### src/hw/rtl/fssa_ram.sv
`default_nettype none
// ----------------------------------------------------------------------------
// fssa_ram
// Simple dual port memory, one write and one registered read per cycle.
// ----------------------------------------------------------------------------
module fssa_ram #(
  parameter int W = 16,
  parameter int D = 64
) (
  input  wire logic                 clk,
  input  wire logic                 we,
  input  wire logic [$clog2(D)-1:0] waddr,
  input  wire logic [W-1:0]         wdata,
  input  wire logic [$clog2(D)-1:0] raddr,
  output logic      [W-1:0]         rdata
);
  logic [W-1:0] mem [D];

  always_ff @(posedge clk) begin
    if (we) begin
      mem[waddr] <= wdata;
    end
    rdata <= mem[raddr];
  end
endmodule
`default_nettype wire

### config.mk
export PLATFORM = sky130hd
export DESIGN_NAME = fssa_ram
export DESIGN_NICKNAME = d
export VERILOG_FILES = /design/src/hw/rtl/fssa_ram.sv
export SDC_FILE = /design/constraint.sdc
export NUM_CORES = 1
export LEC_CHECK = 0
export BUFFER_PORTS_ARGS = -buffer_cell sky130_fd_sc_hd__buf_2
export CAP_MARGIN = 20
export CORE_UTILIZATION = 25
export DETAILED_ROUTE_END_ITERATION = 8
export GPL_TIMING_DRIVEN = 0
export PLACE_DENSITY = 0.45
export SLEW_MARGIN = 30
export SYNTH_ARGS = -nofsm -noshare
export SYNTH_HDL_FRONTEND = slang
export SYNTH_SLANG_ARGS = --single-unit
### constraint.sdc
create_clock -name clk -period 4.5 [get_ports clk]
set_input_delay 0.225 -clock clk [delete_from_list [all_inputs] [get_ports clk]]
set_output_delay 0.225 -clock clk [all_outputs]
set_load 0.02 [all_outputs]
# --- After elaboration in Yosys (flattened, before gate mapping) ---
# Memory sizes are Yosys's and may differ from the RTL's. A register that Yosys moved wholly into a read port is not among the register bits.
# Cells that the tools add are included.
classes:
  muxes: 2
ops:
  columns: ["op", "n"]
  rows:
  - ["2-to-1 mux 1 bit", 2]
word_totals:
  register_bits: 0
  ramBits: 1024
  in_bits: 30
  out_inout_bits: 16
  elab_cells: 3
  n_memories: 1
mem_list:
  columns: ["name", "words", "word_bits", "rd", "rd_ports_with_merged_regs", "wr", "line_no", "rtl"]
  rows:
  - ["mem", 64, 16, 1, 1, 1, "17", "logic [W-1:0] mem [D];"]

# --- Depth between registers and ports, before layout ---
logic_depth:
  ltp_word: 2
  ltp_mapped: 10
  mapped_depth_nobuf: 5

# --- Worst setup path after synthesis ---
# OpenSTA, ideal clock, no wires.
synth_timing:
  path_kind: "in2reg"
  start: "in waddr[3]"
  end: "mem mem[48][0] (enable)"
  setup_time_ns: 0.409
  arrival_time_ns: 1.851
  t_required_ns: 4.091
  slack_ns: 2.240
  path_stages: 4
  n_path_buf: 1
  cell_sequence: "clkbuf_1 nor2b_1 nand4b_1 nor3_1"
synth_lines:
  columns: ["item", "line_no", "rtl"]
  rows:
  - ["start, declared", "12", "input wire logic [$clog2(D)-1:0] waddr,"]
  - ["end, declared", "17", null]
# Straight into the memory's write port.

==> impl_metrics.json <==
{
  "cts.root.buffer_cell": "sky130_fd_sc_hd__clkbuf_16",
  "post_synth_top_area_share_pct": 76.8,
  "hold_class": "input pin to flop",
  "drive_above_1_share_pct": 29.3,
  "critPathRequiredTime_ps": 5010,
  "cp_slowest_stage_delay_ps": 750,
  "total_leakage_power_uw": 0.0143,
  "grt_pass1_wl_um": 159000,
  "yosysWarningCount": 0,
  "synthArstFlopShare_pct": 0,
  "ioPinCount": 46,
  "worst_slew_margin_rel_pct": 30.9,
  "worst_ep_arrival_time_ps": 3190,
  "die_height_um": 402,
  "placed_cells_incl_taps": 3964,
  "cts_made_buffers": 109,
  "worstPathCellList": "mux4_2 -> mux2i_1 -> a22oi_1 -> a31oi_1 -> a311oi_1",
  "dr_total_vias": 19400,
  "ant_nets": 0,
  "power.density_nw_per_um2": 437,
  "grt_setup_unrepaired": "no",
  "ir_drop_mv": 0.295,
  "achievable-frequency_mhz": 372,
  "synth_seq_cells": 1040,
  "clock_tree.buffer_depth": 3,
  "critical_path_sink_type": "flop",
  "drt_iter0_drc": 1802,
  "post_synth_inst_count": 1829,
  "clock-sinks": 1040,
  "post-cts-setup-buffers": 0,
  "cts-resized-gates": 0,
  "seqPwrFrac_pct": 52.4,
  "internal-power_uw": 16000,
  "cts_tree": "built",
  "timing.final.max_slew_violations": 0,
  "die_area_um2": 162000,
  "drt_pre_antenna_iters": 5,
  "hold_buffers": 0,
  "clk-insertion-delay-late_ps": 690,
  "netlist_area_um2": 40000,
  "post_drt_via_cell_ratio": 4.65,
  "grt_pass1_vias": 20100,
  "synth_most_common_cell": "sky130_fd_sc_hd__edfxtp_1",
  "setup_viol": 0,
  "finish.net_count": 2033,
  "die_width_um": 402,
  "setup-tns-final_ps": 0,
  "maxCapViolCount": 0,
  "gpl.final_weighted_congestion": 0.844,
  "synth_seq_area_share_pct": 77.6,
  "grt_use_total_pct": 13.9,
  "floorplan.core_area_um2": 159000,
  "synthFlopType": "sky130_fd_sc_hd__edfxtp_1",
  "post_layout_nonfiller_instances": 4164,
  "highest_delay_cell_along_the_critical_path": "sky130_fd_sc_hd__a31oi_1",
  "dp_hpwl_um": 73300,
  "netlist.top_cell.by_area": "sky130_fd_sc_hd__edfxtp_1",
  "drt-wirelength-per-cell_um": 27.2,
  "avgSynthCellArea_um2": 21.9,
  "fin_crit_ps": 2690,
  "netSwitchingPower_uw": 4550,
  "setup.worst_path.class": "flop to flop",
  "clk_transition_reported_paths_ps": 60,
  "number_of_synthesized_flops_with_an_enable_pin": 1024,
  "comb_power_share_pct": 5.7,
  "flow.area_growth_from_synthesis_pct": 17.3,
  "synthTopCellsByCount": "1024 x sky130_fd_sc_hd__edfxtp_1, 220 x sky130_fd_sc_hd__mux4_2, 85 x sky130_fd_sc_hd__mux2i_1",
  "pin_slew_with_the_least_headroom_to_its_limit_ps": 1040,
  "synth_cell_types": 43,
  "grt_start_max_net_pins": 65,
  "critPathMaxFanout": 1,
  "status": "complete, no violations",
  "grt_antenna_before_repair": 6,
  "p_clk_share_pct": 41.9,
  "grt-ovfl-total": 0,
  "switching_share_pct": 22.2,
  "cp-start-kind": "flop",
  "h-tree-depth": 3,
  "port-buffer-count": 38,
  "drcViolationCount": 0,
  "final-hold-violation-count": 0,
  "num_rows": 146,
  "route.final.wire_length_um": 113000,
  "initial_core_util_pct": 25.2,
  "post_synth_main_area_contributors": "sky130_fd_sc_hd__edfxtp_1 77%, sky130_fd_sc_hd__mux4_2 12%, sky130_fd_sc_hd__mux2i_1 2.1%",
  "finalCritPeriodShare_pct": 59.7,
  "final.setup_skew_ps": 17.3,
  "synth_fp_nets": 1859
}
[cell type report]
cell class,instances,area (um^2)
Sequential cell,1040,31100
Clock buffer,131,2870
Buffer,104,733
Fill cell,15400,112000
Timing Repair Buffer,63,548
Clock inverter,67,485
Antenna cell,2,5.00
Multi-Input combinational cell,685,8660
Tap cell,2072,2590
[layout by cell type, fill, tap and decap left out, types with 6 or more instances in the layout]
master                         n
sky130_fd_sc_hd__edfxtp_1   1024
sky130_fd_sc_hd__mux4_2      220
sky130_fd_sc_hd__clkbuf_16   112
sky130_fd_sc_hd__mux2i_1      85
sky130_fd_sc_hd__buf_2        58
sky130_fd_sc_hd__nand2_1      58
sky130_fd_sc_hd__nor2_4       45
sky130_fd_sc_hd__clkbuf_1     43
sky130_fd_sc_hd__a22oi_1      39
sky130_fd_sc_hd__buf_6        35
sky130_fd_sc_hd__buf_4        31
sky130_fd_sc_hd__nor2b_1      30
sky130_fd_sc_hd__clkinv_1     30
sky130_fd_sc_hd__mux2_2       27
sky130_fd_sc_hd__clkinv_2     22
sky130_fd_sc_hd__nand3_1      21
sky130_fd_sc_hd__nor2_2       19
sky130_fd_sc_hd__a21oi_1      17
sky130_fd_sc_hd__a221oi_1     16
sky130_fd_sc_hd__dfxtp_1      16
sky130_fd_sc_hd__nand4_1      12
sky130_fd_sc_hd__nor2_1       10
sky130_fd_sc_hd__a211o_1       8
sky130_fd_sc_hd__a211oi_1      8
sky130_fd_sc_hd__a311oi_1      8
sky130_fd_sc_hd__a31oi_1       6
sky130_fd_sc_hd__buf_8         6
sky130_fd_sc_hd__a22o_1        6
sky130_fd_sc_hd__a221o_1       6
sky130_fd_sc_hd__bufinv_16     6
[layer usage]
layer	vias up	track usage, %	part of all wire [%]
li1	8069	-	-
met1	10600	19.1	44
met2	559	22.5	48
met3	169	2.88	5.6
met4	6	3.37	2.3
met5	-	0	0.029
[state kept, by name (all words and copies together), names as in the netlist]
signal / flops
rdata: 16
mem: 1024
[per-stage QoR]
stage | worst slack (ps) | hold slack (ps) | util, % | total power (uW) | instance area [um^2]
6_report | 1810 | 119 | 29.6 | 20500 | 47000
4_1_cts | 1930 | 120 | 29.6 | 20700 | 46900
2_1_floorplan | 2240 | 324 | - | 11500 | 40000
3_3_place_gp | 476 | 643 | 27.0 | 12100 | 42800
5_1_grt | 1900 | 130 | 29.6 | 21100 | 47000
3_5_place_dp | 1180 | 645 | 27.5 | 12100 | 43600
[power groups by stage]
stage	Sequential [uW]	Combinational [uW]	Clock (uW)
after floorplan	11000	555	0
after global placement	11000	1140	0
after detailed placement	11000	1180	0
after CTS	10700	1190	8790
after global routing	10700	1230	9150
final	10700	1160	8600
[final timing paths]
path	from	endpoint	slack (ps)	cells after the start
worst max-delay path	mem[19][15]	rdata[15]	1810	5
worst min-delay path	wdata[8]	mem[22][8]	120	1
worst max register to register	mem[19][15]	rdata[15]	1810	5
worst min register to register	mem[37][1]	rdata[1]	880	3
[critical path: cells and delay by family (launching register included)]
kind               cells  cell delay [ps]
AOI/OAI and AO/OA      3             1140
DFF                    1              370
muxes                  2             1000
[kinds of logic after synthesis]
group	Yosys count	synth area share (%)
AND/OR/NAND/NOR	220	2.65
AO/OA/AOI/OAI	129	2.41
buffers and inverters	104	1.83
multiplexers	336	15.5
flip-flops	1040	77.6
Power figures use the tool's default switching activity.
