===== config.mk =====
export PLATFORM = sky130hd
export DESIGN_NAME = fssa_mul
export DESIGN_NICKNAME = d
export VERILOG_FILES = /design/src/hw/rtl/fssa_mul.sv
export SDC_FILE = /design/constraint.sdc
export NUM_CORES = 1
export LEC_CHECK = 0
export BUFFER_PORTS_ARGS = -buffer_cell sky130_fd_sc_hd__clkbuf_2
export CAP_MARGIN = 40
export CORE_MARGIN = 2
export CORE_UTILIZATION = 40
export CTS_BUF_LIST = sky130_fd_sc_hd__clkbuf_8 sky130_fd_sc_hd__clkbuf_16
export DETAILED_ROUTE_END_ITERATION = 7
export SETUP_SLACK_MARGIN = 0.5
export SLEW_MARGIN = 10
export SYNTH_ARGS = -nofsm -noshare
export SYNTH_HDL_FRONTEND = slang
export SYNTH_SLANG_ARGS = --single-unit

===== constraint.sdc =====
create_clock -name clk -period 5.7 [get_ports clk]
set_input_delay 0 -clock clk [delete_from_list [all_inputs] [get_ports clk]]
set_output_delay 0 -clock clk [all_outputs]
set_load 0.005 [all_outputs]

===== src/hw/rtl/fssa_mul.sv =====
`default_nettype none
// ----------------------------------------------------------------------------
// fssa_mul
// Shared unsigned multiplier with a registered product.
// ----------------------------------------------------------------------------
module fssa_mul #(
  parameter int W = 20
) (
  input  wire logic           clk,
  input  wire logic [W-1:0]   a,
  input  wire logic [W-1:0]   b,
  output logic      [2*W-1:0] p
);
  always_ff @(posedge clk) begin
    p <= a * b;
  end
endmodule
`default_nettype wire


# After elaboration in Yosys (flattened, before gate mapping)
# Cells that the tools add are included.
# W data, S select, Z words.
# op_classes
n_mul	1
# op_table
operator	count
$mul A20 B20 Y40	1
# totals
register_bits	40

# Depth between registers and ports, before layout
# Gate-level depths: netlist (run 1).
# depth
word_depth	1
mapped_depth	24
mapped_depth_nobuf	23

# Worst setup path after synthesis (run 1)
# Ideal clock, no wire load.
# synth_timing
path_type	in2reg
startpoint	in a[10]
endpoint	reg p[34]
arrival_time_ps	5517
slack_ps	60
cell_stages	24
path_cell_list	clkbuf_1 nand2_1 fa_1 inv_1 fa_1 inv_1 fa_1 inv_1 fa_1 inv_1 fa_1 inv_1 fa_1 inv_1 fa_1 inv_1 ha_1 nand2_1 o21ai_1 a41oi_4 o21ai_2 a41oi_2 o211ai_2 xor2_1
# synth_between
elab_chain_cells	1
# synth_lines
element	line	text
start, declared	10	input wire logic [W-1:0] a,
$mul A20 B20 Y40	15	p <= a * b;
end signal, assigned	15	
end, declared	12	output logic [2*W-1:0] p
# No other way between the ends.

# Worst setup path after layout (run 1)
# layout_timing
startpoint	in b[6]
endpoint	reg p[36]
# layout_between
elab_chain_cells	1
# layout_lines
element	line	text
start, declared	11	input wire logic [W-1:0] b,
$mul A20 B20 Y40	15	
# No other way between the ends.

==> summary.txt, run 1 <==
Detailed routing
  • Wire length per cell: 16.8 um
  • Initial DRC count: 629
  • Post-Route WL: 37.2 mm
  • TritonRoute pass-1 iters: 5
  • Total number of vias: 10900
  • Via-to-Cell Ratio: 4.93
  • DRT antenna net count: 0
  • DRC Markers: 0

Synthesis
  • Register bit total from synthesis: 40
  • Post-synth ARST share: 0
  • Top-area cell type share of the netlist area: 0.448
  • EDFF count, synth: 0
  • Synth cell count leaders: inv_1, fa_1, and2_1
  • Seq/Total Area, Yosys: 0.0560
  • Top cell type by total area after synthesis: fa_1
  • Yosys cell types: 48
  • Mapped cell area: 14300 um^2
  • Leading post-synthesis cells by cell area: fa_1, ha_1, and2_1
  • Main synth FF type: dfxtp_1
  • Net count after synthesis: 2104
  • Ys Warns: 0
  • Most common cell in the synthesized netlist: inv_1
  • Mean Syn Cell Area: 8.98 um^2
  • Syn Inst Count: 1593

Worst setup path
  • WP data arrival: 5.61 ns
  • CP required: 5.90 ns
  • CP bufs+invs: 7
  • Largest stage delay, worst path: 0.58 ns
  • Critical Path End Type: flip-flop
  • Crit path cell chain: clkbuf_16, buf_6, buf_4, and2_1, fa_2, fa_1, inv_1, fa_1, inv_1, fa_2, fa_2, fa_1, inv_1, fa_1, inv_1, ha_4, a21oi_4, o221ai_2, nor3_2, o21ai_4, and2_4, and3_4, a311oi_2
  • CP Max Fanout: 8
  • Worst setup SP type: primary input
  • CP delay by family, top: adder cells
  • CP max-delay cell: fa_2
  • Crit path kind: in2reg

Clock tree
  • CTS root buffer: clkbuf_16
  • Total CTS buffers: 5
  • H-tree depth: 2
  • Clock Path Buffers: 2
  • CTS sink cnt: 40
  • Reg clk slew, reported paths: 0.06 ns
  • TritonCTS clock tree: done

Timing
  • RSZ-0062 raised after global routing: true
  • Hold Violations, Final: 0
  • Count of pins over their slew limit: 0
  • Slew @ Worst Pin: 0.566 ns
  • FMAX: 185 MHz
  • Crit share post-route: 0.948
  • Crit path time final: 5.40 ns
  • Worst relative slew slack: 0.620
  • Final setup fails: 0

Floorplan
  • Die width: 193 um
  • Vert. Die Dim: 193 um
  • Core area: 35400 um^2
  • Num ports: 81
  • Initial Util: 0.404
  • Die ar.: 37300 um^2
  • Cell row count: 69

Final layout
  • Biggest register: p
  • Footprint of the multi-input gates: 12500 um^2
  • Final Util: 0.487
  • Design area: 17200 um^2
  • Layout cell share with drive strength beyond 1: 0.225
  • Final cell count without fillers: 2212
  • Register area: 801 um^2
  • Synth-to-Final Area Change: 20.6%
  • Final net count: 2261
  • Fill count: 3385
  • Biggest regs: p x40
  • Max reg flops: 40

Min path
  • Hold Path Class: in2reg

GRT
  • Vias in the first global route: 11600
  • First-pass GRT wire length: 59.5 mm
  • Initial antenna violation count: 1
  • Largest net degree at the start of global routing: 21
  • Global route total overflow: 0
  • Tot GR Track Use: 0.207

Run
  • Max Cap Viol: 0

Placed design
  • Routability Congestion: 0.868
  • Area post-placement: 16100 um^2
  • IO buf count: 80
  • Placed Instances: 2178
  • Hpwl dp: 32.4 mm

Status
  • Status: completed
-- placed cells by master (no fill, tap or decap), types with 17 or more instances in the layout --
| cell | netlist | final |
|---|---|---|
| nand2_1 | 216 | 210 |
| fa_2 | 0 | 21 |
| and2_1 | 218 | 197 |
| xnor2_1 | 21 | 17 |
| inv_2 | 0 | 19 |
| buf_4 | 0 | 136 |
| dfxtp_1 | 40 | 40 |
| buf_6 | 0 | 26 |
| fa_1 | 320 | 299 |
| a21oi_1 | 41 | 21 |
| and2_4 | 1 | 22 |
| inv_1 | 363 | 344 |
| clkbuf_2 | 0 | 56 |
| ha_1 | 150 | 138 |
-- final cells by class --
cell class | instances | area share
Inverter | 363 | 0.0790
Antenna cell | 1 | 0.000145
Multi-Input combinational cell | 1105 | 0.723
Sequential cell | 40 | 0.0464
Clock inverter | 2 | 0.00348
Timing Repair Buffer | 235 | 0.107
Tap cell | 461 | 0.0334
Clock buffer | 5 | 0.00725
-- metrics by stage --
stage          setup slack [ns]  TNS (ns)  hold WS [ns]
6_report                  0.297         0         0.214
5_1_grt                  0.0975         0         0.258
4_1_cts                   0.270         0         0.231
3_5_place_dp             -0.182     -1.82         0.373
3_3_place_gp             -0.143    -0.785         0.372
2_1_floorplan             0.299         0         0.284
-- final timing paths --
path | depth (start not counted) | slack (ns) | from | to
min | 2 | 0.21 | b[0] | p[0]
max | 23 | 0.30 | b[6] | p[36]
-- layer usage --
metal / track usage / vias to the layer above / share of wire / wire length [um]
met5: 0 / - / 0 / 0
met4: 0.0688 / 0 / 0.037 / 1380
met3: 0.0273 / 73 / 0.043 / 1600
met2: 0.367 / 247 / 0.51 / 19100
met1: 0.261 / 5580 / 0.41 / 15100
li1: - / 5007 / - / -
-- kinds of logic after synthesis --
logic type               share of synthesized area
flip-flops                                  0.0560
XOR/XNOR                                    0.0227
AO/OA/AOI/OAI                               0.0547
adder cells (fa/ha/maj)                      0.579
buffers and inverters                        0.118
AND/OR/NAND/NOR                              0.170
-- what timing repair did --
item                       CTS  global route
hold endpoints to repair     0             0
pin swaps                   53            65
setup buffers               16             8
gates cloned                 0             2
hold buffers                 0             0
setup endpoints to repair   26            27
resized for setup           79           114
Power of run 1 is not shown: default switching activity piles up to over one toggle a cycle in this logic, so the estimate is an artifact.
==> run 2: changes to the inputs <==
Settings changed: RECOVER_POWER set to 100.
==> summary.txt, run 2 (synthesis gave the netlist of run 1 again) <==
GRT
  • Tot GR Track Use: 0.207
  • Global route total overflow: 0
  • First-pass GRT wire length: 59.5 mm
  • Largest net degree at the start of global routing: 21
  • Vias in the first global route: 11600
  • Initial antenna violation count: 1

Final layout
  • Max reg flops: 40
  • Register area: 801 um^2
  • Layout cell share with drive strength beyond 1: 0.204
  • Biggest register: p
  • Most frequent cells in the layout: inv_1, fa_1, nand2_1
  • Final net count: 2261
  • Footprint of the multi-input gates: 12500 um^2
  • Biggest regs: p x40
  • Synth-to-Final Area Change: 20.1%
  • Fill count: 3411
  • Most common cell after layout, fill and taps aside: inv_1

Clock tree
  • CTS root buffer: clkbuf_16
  • Clock Path Buffers: 2
  • Reg clk slew, reported paths: 0.06 ns
  • Total CTS buffers: 5
  • TritonCTS clock tree: done
  • Number of hold buffers added after cts: 0
  • H-tree depth: 2
  • CTS sink cnt: 40

Status
  • Status: completed

Worst setup path
  • Critical Path End Type: flip-flop
  • Worst setup SP type: primary input
  • CP Max Fanout: 9
  • Crit path kind: in2reg
  • WP data arrival: 5.63 ns
  • CP required: 5.88 ns

Timing
  • Final setup fails: 0
  • Hold Worst Slack: 0.215 ns
  • Crit path time final: 5.44 ns
  • Crit share post-route: 0.955
  • Count of pins over their slew limit: 0
  • Worst relative slew slack: 0.290
  • RSZ-0062 raised after global routing: true
  • Slew @ Worst Pin: 1.06 ns
  • Hold Violations, Final: 0
  • FMAX: 184 MHz

Detailed routing
  • DRC Markers: 0
  • Initial DRC count: 592
  • Total number of vias: 10900
  • Via-to-Cell Ratio: 4.94
  • TritonRoute pass-1 iters: 5
  • Post-Route WL: 37.2 mm
  • DRT antenna net count: 0
  • Wire length per cell: 16.8 um

Floorplan
  • Initial Util: 0.404
  • Die width: 193 um
  • Core area: 35400 um^2
  • Num ports: 81
  • Die ar.: 37300 um^2
  • Vert. Die Dim: 193 um
  • Cell row count: 69

Placed design
  • IO buf count: 80
  • Hpwl dp: 32.4 mm
  • Routability Congestion: 0.868

Run
  • Max Cap Viol: 0

Min path
  • Hold Path Class: in2reg
[run 2: cell types whose count changed in the layout (fill, tap and decap cells not counted), moves of 2 or more]
cell | previous run | this run
and2_1 | 197 | 193
o21ai_0 | 7 | 9
clkbuf_2 | 56 | 26
and2_0 | 0 | 4
buf_4 | 136 | 133
clkbuf_1 | 0 | 32
[run 2: critical path, stage by stage]
cell and delay [ns]:
clkbuf_1 0.38, buf_4 0.28, buf_4 0.18, and2_0 0.15, fa_1 0.42, ha_1 0.28
inv_1 0.04, fa_1 0.48, inv_1 0.04, ha_1 0.26, ha_1 0.27, inv_1 0.04
fa_1 0.45, fa_1 0.49, inv_1 0.04, ha_1 0.34, o211ai_1 0.11, o21ai_0 0.42
o211ai_1 0.24, a21oi_2 0.22, o21ai_0 0.16, o311a_1 0.31
[run 2: timing repair]
item | 4_1_cts | 5_1_grt
pin swaps | 53 | 65
gates cloned | 0 | 2
setup buffers | 16 | 8
gates resized for setup | 79 | 114
setup endpoints to repair | 26 | 27
[run 2: layout make-up]
type | instances | area share
multi-input combinational | 1105 | 0.725
timing repair buffer | 235 | 0.105
inverter | 363 | 0.0793
sequential | 40 | 0.0466
tap | 461 | 0.0336
clock buffer | 5 | 0.00728
clock inverter | 2 | 0.00350
antenna | 1 | 0.000146
[run 2: stage by stage]
| step | setup WS, ns | util | cells | setup TNS (ns) | cell area [um^2] |
|---|---|---|---|---|---|
| floorplan | 0.299 | - | 1593 | 0 | 14700 |
| global placement | -0.143 | 0.456 | 2178 | -0.785 | 16100 |
| detailed placement | -0.182 | 0.456 | 2178 | -1.82 | 16100 |
| CTS | 0.270 | 0.475 | 2201 | 0 | 16800 |
| global route | 0.0495 | 0.485 | 2211 | 0 | 17200 |
| finish | 0.256 | 0.485 | 2212 | 0 | 17200 |
[run 2: final timing paths]
kind  startpoint  endpoint  slack, ns  cells after the start
min         b[0]      p[0]       0.21                      2
max         a[2]     p[37]       0.26                     22
[run 2: routing by layer]
layer  global-route usage  part of all wire  vias up
li1                     -                 -     5009
met1                0.261              0.40     5580
met2                0.367              0.51      271
met3               0.0273             0.046       74
met4               0.0688             0.038        0
met5                    0                 0        -
Power of run 2 is left out for the same reason.
